## src/hw/rtl/fbrld_pkg.sv

```systemverilog
// Shared types and constants for the flag-byte run-length decoder.
package fbrld_pkg;

  localparam int unsigned CHUNKS_PER_GROUP = 8;
  localparam int unsigned GROUP_IDX_W      = $clog2(CHUNKS_PER_GROUP);
  localparam int unsigned SIZE_W           = 4;   // holds a chunk size of 0..8

  localparam int unsigned APB_ADDR_W = 3;
  localparam int unsigned APB_DATA_W = 32;
  localparam int unsigned CFG_W      = 3;

  localparam logic [APB_ADDR_W-1:0] REG_CHUNK_BYTES_ADDR = 3'd0;
  localparam logic [CFG_W-1:0]      CHUNK_BYTES_RESET    = 3'd3;

  localparam int unsigned VALUE_W = 32;
  localparam int unsigned COUNT_W = 17;

  typedef enum logic [1:0] {
    PH_FLAG     = 2'd0,
    PH_CHUNK    = 2'd1,
    PH_COUNT_HI = 2'd2,
    PH_COUNT_LO = 2'd3
  } phase_t;

  typedef struct packed {
    logic               emit;
    logic [VALUE_W-1:0] chunk_value;
    logic [COUNT_W-1:0] repeat_count;
    logic               truncated;
  } result_t;

endpackage

```

## src/hw/rtl/fbrld_apb.sv

```systemverilog
// APB register block holding the chunk size setting.
module fbrld_apb
  import fbrld_pkg::*;
(
  input  logic                  clk,
  input  logic                  rst,
  input  logic                  psel,
  input  logic                  penable,
  input  logic                  pwrite,
  input  logic [APB_ADDR_W-1:0] paddr,
  input  logic [APB_DATA_W-1:0] pwdata,
  output logic [APB_DATA_W-1:0] prdata,
  output logic                  pready,
  output logic [CFG_W-1:0]      chunk_bytes
);

  logic hit;

  assign hit    = (paddr == REG_CHUNK_BYTES_ADDR);
  assign pready = 1'b1;
  assign prdata = hit ? APB_DATA_W'(chunk_bytes) : '0;

  always_ff @(posedge clk) begin
    if (rst) begin
      chunk_bytes <= CHUNK_BYTES_RESET;
    end else if (psel && penable && pwrite && hit) begin
      chunk_bytes <= pwdata[CFG_W-1:0];
    end
  end

endmodule

```

## src/hw/rtl/fbrld_parser.sv

```systemverilog
// Stream parser: flag/chunk/count state and the run record for one byte.
module fbrld_parser
  import fbrld_pkg::*;
#(
  parameter int unsigned MAX_CHUNK_BYTES = 4
) (
  input  logic             clk,
  input  logic             rst,
  input  logic [CFG_W-1:0] chunk_bytes,
  input  logic             step,
  input  logic [7:0]       data_byte,
  input  logic             end_of_stream,
  output result_t          res
);

  localparam int unsigned ACC_W = 8 * MAX_CHUNK_BYTES;
  localparam int unsigned BIC_W = $clog2(MAX_CHUNK_BYTES + 1);

  phase_t                 phase, phase_next;
  logic [7:0]             group_flags, group_flags_next;
  logic [GROUP_IDX_W-1:0] chunk_in_group, chunk_in_group_next;
  logic [BIC_W-1:0]       byte_in_chunk, byte_in_chunk_next;
  logic [ACC_W-1:0]       chunk_accumulator, chunk_accumulator_next;
  logic [7:0]             count_high_byte, count_high_byte_next;

  logic [SIZE_W-1:0] eff_size;
  logic [SIZE_W-1:0] bic_inc;
  logic              chunk_done;
  logic              chunk_flag;
  logic              last_in_group;
  logic [ACC_W-1:0]  acc_merged;
  logic [63:0]       acc_wide;

  // 0 acts as 1, oversize clamps to the built width
  always_comb begin
    if (chunk_bytes == '0) begin
      eff_size = SIZE_W'(1);
    end else if (SIZE_W'(chunk_bytes) > SIZE_W'(MAX_CHUNK_BYTES)) begin
      eff_size = SIZE_W'(MAX_CHUNK_BYTES);
    end else begin
      eff_size = SIZE_W'(chunk_bytes);
    end
  end

  assign bic_inc       = SIZE_W'(byte_in_chunk) + SIZE_W'(1);
  assign chunk_done    = (bic_inc >= eff_size);
  assign chunk_flag    = group_flags[chunk_in_group];
  assign last_in_group = (chunk_in_group == GROUP_IDX_W'(CHUNKS_PER_GROUP - 1));

  // byte lane select by position within the chunk
  always_comb begin
    acc_merged = chunk_accumulator;
    for (int i = 0; i < MAX_CHUNK_BYTES; i++) begin
      if (byte_in_chunk == BIC_W'(i)) begin
        acc_merged[8*i +: 8] = chunk_accumulator[8*i +: 8] | data_byte;
      end
    end
  end

  // next phase
  always_comb begin
    phase_next = phase;
    if (step) begin
      if (end_of_stream) begin
        phase_next = PH_FLAG;
      end else begin
        unique case (phase)
          PH_FLAG:     phase_next = PH_CHUNK;
          PH_CHUNK: begin
            if (chunk_done) begin
              if (chunk_flag)         phase_next = PH_COUNT_HI;
              else if (last_in_group) phase_next = PH_FLAG;
              else                    phase_next = PH_CHUNK;
            end
          end
          PH_COUNT_HI: phase_next = PH_COUNT_LO;
          PH_COUNT_LO: phase_next = last_in_group ? PH_FLAG : PH_CHUNK;
          default:     phase_next = PH_FLAG;
        endcase
      end
    end
  end

  // datapath and result
  always_comb begin
    group_flags_next       = group_flags;
    chunk_in_group_next    = chunk_in_group;
    byte_in_chunk_next     = byte_in_chunk;
    chunk_accumulator_next = chunk_accumulator;
    count_high_byte_next   = count_high_byte;
    acc_wide               = 64'(chunk_accumulator);
    res.emit               = 1'b0;
    res.repeat_count       = COUNT_W'(1);
    res.truncated          = 1'b0;

    unique case (phase)
      PH_FLAG: begin
        group_flags_next       = data_byte;
        chunk_in_group_next    = '0;
        byte_in_chunk_next     = '0;
        chunk_accumulator_next = '0;
      end
      PH_CHUNK: begin
        acc_wide = 64'(acc_merged);
        if (chunk_done) begin
          if (chunk_flag) begin
            chunk_accumulator_next = acc_merged;
            res.emit               = end_of_stream;
            res.truncated          = 1'b1;
          end else begin
            res.emit               = 1'b1;
            chunk_accumulator_next = '0;
            byte_in_chunk_next     = '0;
            chunk_in_group_next    = chunk_in_group + GROUP_IDX_W'(1);
          end
        end else begin
          chunk_accumulator_next = acc_merged;
          byte_in_chunk_next     = BIC_W'(bic_inc);
          res.emit               = end_of_stream;
          res.truncated          = 1'b1;
        end
      end
      PH_COUNT_HI: begin
        count_high_byte_next = data_byte;
        res.emit             = end_of_stream;
        res.truncated        = 1'b1;
      end
      PH_COUNT_LO: begin
        res.emit               = 1'b1;
        res.repeat_count       = {1'b0, count_high_byte, data_byte} + COUNT_W'(1);
        chunk_accumulator_next = '0;
        byte_in_chunk_next     = '0;
        chunk_in_group_next    = chunk_in_group + GROUP_IDX_W'(1);
      end
      default: ;
    endcase

    // end of stream drops everything back to the reset state
    if (end_of_stream) begin
      group_flags_next       = '0;
      chunk_in_group_next    = '0;
      byte_in_chunk_next     = '0;
      chunk_accumulator_next = '0;
      count_high_byte_next   = '0;
    end

    res.chunk_value = acc_wide[VALUE_W-1:0];
  end

  always_ff @(posedge clk) begin
    if (rst) begin
      phase             <= PH_FLAG;
      group_flags       <= '0;
      chunk_in_group    <= '0;
      byte_in_chunk     <= '0;
      chunk_accumulator <= '0;
      count_high_byte   <= '0;
    end else if (step) begin
      phase             <= phase_next;
      group_flags       <= group_flags_next;
      chunk_in_group    <= chunk_in_group_next;
      byte_in_chunk     <= byte_in_chunk_next;
      chunk_accumulator <= chunk_accumulator_next;
      count_high_byte   <= count_high_byte_next;
    end
  end

endmodule

```

## src/hw/rtl/fbrld_out_stage.sv

```systemverilog
// Result register for run records with valid/stall toward the consumer.
module fbrld_out_stage
  import fbrld_pkg::*;
(
  input  logic               clk,
  input  logic               rst,
  input  logic               load,
  input  result_t            res,
  input  logic               out_stall,
  output logic               out_valid,
  output logic [VALUE_W-1:0] chunk_value,
  output logic [COUNT_W-1:0] repeat_count,
  output logic               truncated
);

  always_ff @(posedge clk) begin
    if (rst) begin
      out_valid <= 1'b0;
    end else if (load) begin
      out_valid <= 1'b1;
    end else if (!out_stall) begin
      out_valid <= 1'b0;
    end
  end

  always_ff @(posedge clk) begin
    if (load) begin
      chunk_value  <= res.chunk_value;
      repeat_count <= res.repeat_count;
      truncated    <= res.truncated;
    end
  end

endmodule

```

## src/hw/rtl/flag_byte_run_length_decoder_core.sv

```systemverilog
// Top level of the flag-byte run-length decoder.
//
// Input channel: one compressed byte per request (data_byte, end_of_stream),
// taken at a clock edge where in_valid is high and in_stall is low.
// Output channel: one run record per finished chunk (chunk_value,
// repeat_count, truncated), handed over where out_valid is high and
// out_stall is low. Flag bytes give none; count-high only at stream end.
// Configuration: APB register 0 (byte address 0) holds chunk_bytes.
// Path: an accepted byte waits in the input register; the record it makes
// is written into the result register when that byte advances.
// Throughput: one byte per cycle unless in_stall is high, set by the
// single input register ahead of the parser; parse logic is one pass from
// that register to the result register.
// Stall: a held result blocks only a byte that would make a new record;
// bytes that make none still flow. in_stall rises at most with a full
// input register behind a stalled result.
// Reset (synchronous, rst high): both registers empty, parser waits for a
// flag byte, chunk_bytes returns to 3.
module flag_byte_run_length_decoder_core
  import fbrld_pkg::*;
#(
  parameter int unsigned MAX_CHUNK_BYTES = 4
) (
  input  logic                  clk,
  input  logic                  rst,
  // APB configuration
  input  logic                  psel,
  input  logic                  penable,
  input  logic                  pwrite,
  input  logic [APB_ADDR_W-1:0] paddr,
  input  logic [APB_DATA_W-1:0] pwdata,
  output logic [APB_DATA_W-1:0] prdata,
  output logic                  pready,
  // byte input
  input  logic                  in_valid,
  output logic                  in_stall,
  input  logic [7:0]            data_byte,
  input  logic                  end_of_stream,
  // run records
  output logic                  out_valid,
  input  logic                  out_stall,
  output logic [VALUE_W-1:0]    chunk_value,
  output logic [COUNT_W-1:0]    repeat_count,
  output logic                  truncated
);

  logic [CFG_W-1:0] chunk_bytes;
  logic             in_reg_valid;
  logic [7:0]       in_reg_byte;
  logic             in_reg_eos;
  logic             advance;
  logic             out_free;
  result_t          res;

  fbrld_apb u_apb (
    .clk         (clk),
    .rst         (rst),
    .psel        (psel),
    .penable     (penable),
    .pwrite      (pwrite),
    .paddr       (paddr),
    .pwdata      (pwdata),
    .prdata      (prdata),
    .pready      (pready),
    .chunk_bytes (chunk_bytes)
  );

  // the held byte moves on unless it makes a record that cannot be stored
  assign out_free = !out_valid || !out_stall;
  assign advance  = in_reg_valid && (!res.emit || out_free);
  assign in_stall = in_reg_valid && !advance;

  always_ff @(posedge clk) begin
    if (rst) begin
      in_reg_valid <= 1'b0;
    end else if (!in_stall) begin
      in_reg_valid <= in_valid;
    end
  end

  always_ff @(posedge clk) begin
    if (in_valid && !in_stall) begin
      in_reg_byte <= data_byte;
      in_reg_eos  <= end_of_stream;
    end
  end

  fbrld_parser #(
    .MAX_CHUNK_BYTES (MAX_CHUNK_BYTES)
  ) u_parser (
    .clk           (clk),
    .rst           (rst),
    .chunk_bytes   (chunk_bytes),
    .step          (advance),
    .data_byte     (in_reg_byte),
    .end_of_stream (in_reg_eos),
    .res           (res)
  );

  fbrld_out_stage u_out (
    .clk          (clk),
    .rst          (rst),
    .load         (advance && res.emit),
    .res          (res),
    .out_stall    (out_stall),
    .out_valid    (out_valid),
    .chunk_value  (chunk_value),
    .repeat_count (repeat_count),
    .truncated    (truncated)
  );

  // a record written into the result register is presented next cycle
  a_emit_shows: assert property (@(posedge clk) disable iff (rst)
    advance && res.emit |=> out_valid)
    else $error("emitted record not presented");

  // a cut-off record always carries a run length of one
  a_trunc_count: assert property (@(posedge clk) disable iff (rst)
    out_valid && truncated |-> repeat_count == COUNT_W'(1))
    else $error("truncated record with run length other than one");

  // a run length is never zero
  a_count_nonzero: assert property (@(posedge clk) disable iff (rst)
    out_valid |-> repeat_count != '0)
    else $error("zero run length");

  // a stalled input byte is held only behind a stalled record
  a_stall_cause: assert property (@(posedge clk) disable iff (rst)
    in_stall |-> out_valid && out_stall && res.emit)
    else $error("input stalled without a blocked record");

endmodule
```

## config.mk

```make
export PLATFORM = sky130hd
export DESIGN_NAME = flag_byte_run_length_decoder_core
export DESIGN_NICKNAME = d
export VERILOG_FILES = /design/src/hw/rtl/fbrld_pkg.sv /design/src/hw/rtl/fbrld_apb.sv /design/src/hw/rtl/fbrld_parser.sv /design/src/hw/rtl/fbrld_out_stage.sv /design/src/hw/rtl/flag_byte_run_length_decoder_core.sv
export SDC_FILE = /design/constraint.sdc
export NUM_CORES = 1
export LEC_CHECK = 0
export BUFFER_PORTS_ARGS = -buffer_cell sky130_fd_sc_hd__buf_2
export CAP_MARGIN = 5
export CORE_MARGIN = 5
export CORE_UTILIZATION = 55
export CTS_BUF_LIST = sky130_fd_sc_hd__clkbuf_8
export DETAILED_ROUTE_END_ITERATION = 8
export GPL_TIMING_DRIVEN = 0
export PLACE_DENSITY = 0.82
export SYNTH_ARGS = -nofsm -noshare
export SYNTH_HDL_FRONTEND = slang
export SYNTH_SLANG_ARGS = --single-unit
```

## constraint.sdc

```tcl
create_clock -name clk -period 4.3 [get_ports clk]
set_input_delay 0.43 -clock clk [delete_from_list [all_inputs] [get_ports clk]]
set_output_delay 0.43 -clock clk [all_outputs]
set_load 0.05 [all_outputs]
```

==> summary.md <==
| Metric | Value |
|---|---|
| Tcrit/Tclk final | `0.856` |
| Slew Limit Fails | `0` |
| Overall die area | `12100 um2` |
| Initial antenna violation count | `0` |
| Top cells by area in the synthesized netlist | `sky130_fd_sc_hd__edfxtp_1, sky130_fd_sc_hd__dfxtp_1, sky130_fd_sc_hd__a41oi_1` |
| Clock-pin transition on the worst setup and hold timing paths | `0.07 ns` |
| Synthesized netlist cell count | `510` |
| CTS max path bufs | `2` |
| Warning count from the yosys run | `0` |
| Number of maximum-capacitance violations | `0` |
| Number of enable flip-flop cells after synthesis | `59` |
| Starting utilization of the core area | `0.564` |
| Setup repair after global routing missed its margin | `no` |
| Most frequent cells in the layout | `sky130_fd_sc_hd__buf_2, sky130_fd_sc_hd__dfxtp_1, sky130_fd_sc_hd__edfxtp_1` |
| Layout overhead on the synthesized area | `20.6%` |
| Die boundary height | `110 um` |
| Leakage component of the power | `2.65 nW` |
| Result of the run | `completed` |
| Data required time at the worst endpoint | `4.35 ns` |
| Overall die width | `110 um` |
| Maximum number of pins on one net before global-route repair | `27` |
| Gp weighted congestion | `0.903` |
| Flip-flop and latch count after synthesis | `120` |
| Number of global-route vias before repair | `4380` |
| Sum of net half-perimeters after detailed placement | `9140 um` |
| Setup TNS | `0 ns` |
| Synth top area share | `0.323` |
| Startpoint-to-endpoint class of the critical path | `reg -> reg` |
| Multi-input gate area | `2130 um2` |
| Wire length of the first global-routing pass | `20700 um` |
| Number of distinct library cells after synthesis | `50` |
| Post_cts resized | `0` |
| Diode count | `0` |
| Share of synthesized area occupied by flip-flops and latches | `0.546` |
| Maximum VDD drop | `0.225 mV` |
| DRC violations left | `0` |
| Routed length per placed instance | `16.6 um` |
| Initial DRC count | `387` |
| Leading cell type in the layout, fill and taps excluded | `sky130_fd_sc_hd__buf_2` |
| Async SR Flop Fraction | `0` |
| Number of cell rows | `36` |
| Layout Skew | `0.0100 ns` |
| TritonCTS clock tree | `yes` |
| Final Hold Fails | `0` |
| Detailed Routing Iterations Pass 1 | `6` |
| Critical path endpoint category | `flip-flop` |
| Placeable Area | `9730 um2` |
| Top-level port count | `136` |
| Clock latency on the worst-skew pair | `0.44 ns` |
| Timing-limited maximum frequency | `272 MHz` |
| Power per cell area | `401 nW/um2` |
| Final wirelength | `12900 um` |
| Gr usage total | `0.225` |
| CTS root buf | `sky130_fd_sc_hd__clkbuf_8` |
| Setup-failing EPs final | `0` |
| Leading register cell type out of synthesis | `sky130_fd_sc_hd__dfxtp_1` |
| DRT antenna net count | `0` |
| Mapped Area | `5490 um2` |
| Fraction of layout instances using a drive strength above 1 | `0.241` |
| Post-Syn Area per Cell | `10.8 um2` |
| Largest area contributor in the synthesized netlist | `sky130_fd_sc_hd__edfxtp_1` |
| Post-route core utilization | `0.680` |
| H-tree depth | `4` |
| Vias per std cell | `5.72` |
| Number of I/O port buffers | `76` |
| Sinks on Clock Net | `120` |
| Vias | `4465` |
| HP Class | `in -> reg` |
| Maximum fanout encountered on the critical timing path | `9` |
| Final Critical Period | `3.68 ns` |
| Startpoint kind of the worst setup timing path | `flip-flop` |
| Hold buffer count at CTS | `0` |
| Endpoint arrival time on the critical path | `3.73 ns` |
| Total gr overflow | `0` |
| Number of buffers created by CTS | `17` |
| Sequential cell area | `2990 um2` |
| Layout net count | `701` |
| Worst slew margin | `0.250` |
| Filler cell count in the final layout | `729` |
| Worst-margin pin slew | `1.12 ns` |
| # Post-CTS Setup Buffers | `0` |
## cells in the mapped netlist, drive strengths merged (2+ instances only)
master	count
and3	2
nor4	3
nor2	54
o21ai	7
nor2b	6
nand2	34
or3	4
mux2i	6
a31oi	2
o21bai	24
nand4	6
edfxtp	59
inv	28
o211ai	2
conb	2
a32o	3
o32ai	16
dfxtp	61
mux4	2
nand3b	2
nand3	10
and4	3
clkbuf	26
a31o	8
o21a	3
a21oi	9
nor3	10
xnor2	7
o2111ai	3
xor2	3
a41oi	32
ha	16
and2	6
buf	39
o41ai	2
## routing by layer
metal / share of wire / track usage / vias up
met2: 0.48 / 0.362 / 237
met5: 0 / 0 / -
met4: 0.030 / 0.118 / 0
met3: 0.087 / 0.0593 / 36
li1: - / - / 2069
met1: 0.41 / 0.275 / 2123
## flip-flops by register name (all words and copies together), names as in the netlist, 8 cells and up
| signal | flops |
|---|---|
| u_parser.group_flags | 8 |
| u_parser.chunk_accumulator | 32 |
| u_out.repeat_count | 17 |
| u_parser.count_high_byte | 8 |
| u_out.chunk_value | 32 |
| in_reg_byte | 8 |
## critical path, cell delays in order (launching register included)
cell                       delay, ns
sky130_fd_sc_hd__dfxtp_1        0.48
sky130_fd_sc_hd__inv_1          0.11
sky130_fd_sc_hd__ha_1           0.34
sky130_fd_sc_hd__ha_1           0.29
sky130_fd_sc_hd__o21ai_0        0.32
sky130_fd_sc_hd__o21ai_1        0.27
sky130_fd_sc_hd__and3_1         0.32
sky130_fd_sc_hd__o31a_1         0.30
sky130_fd_sc_hd__a21boi_1       0.86
## path summary, 6_finish.rpt
check | slack (ns) | startpoint | depth (start not counted) | to
max reg2reg | 0.62 | u_parser.byte_in_chunk[0]$_SDFFE_PP0P_ | 8 | in_reg_byte[7]$_DFFE_PP_
max | 0.62 | u_parser.byte_in_chunk[0]$_SDFFE_PP0P_ | 8 | in_reg_byte[7]$_DFFE_PP_
min reg2reg | 0.48 | u_parser.chunk_accumulator[18]$_SDFFE_PP0P_ | 2 | u_parser.chunk_accumulator[18]$_SDFFE_PP0P_
min | 0.16 | data_byte[2] | 1 | in_reg_byte[2]$_DFFE_PP_
## kinds of logic after synthesis
| group | count (synthesis) | share of synthesized area |
|---|---|---|
| AOI/OAI and AO/OA | 118 | 0.172 |
| xor gates and xnor gates | 10 | 0.0160 |
| adders and majority gates | 16 | 0.0365 |
| buffers and inverters | 93 | 0.0846 |
| DFF | 120 | 0.546 |
| muxes | 8 | 0.0214 |
| other | 2 | 0.00137 |
| and+or+nand+nor | 143 | 0.123 |
## where the power goes
part | total, mW | internal, mW | leakage [nW] | switching [mW]
logic | 0.283 | 0.0786 | 1.30 | 0.204
registers | 1.23 | 1.21 | 1.12 | 0.0157
clock network | 1.14 | 0.698 | 0.228 | 0.443
total | 2.65 | 1.99 | 2.65 | 0.664
## metrics by stage
stage               instances  area (um2)  total power [mW]  hold WS, ns  setup WS (ns)
finish                    780        6620              2.65        0.159          0.621
CTS                       780        6620              2.66        0.140          0.654
global route              780        6620              2.74        0.136          0.441
floorplan                 538        5590              1.46        0.434          0.673
global placement          747        6140              1.52        0.446         0.0381
detailed placement        748        6170              1.53        0.457          0.676
## final cells by class
type | count | share of cell area
flip-flops and latches | 120 | 0.452
clock buffers | 18 | 0.0374
clock inverters | 14 | 0.0308
plain buffers | 65 | 0.0543
repair buffers | 77 | 0.0616
well taps | 133 | 0.0251
multi-input cells | 325 | 0.323
inverters | 28 | 0.0159
Note: power is estimated with default switching activity, not from simulation.
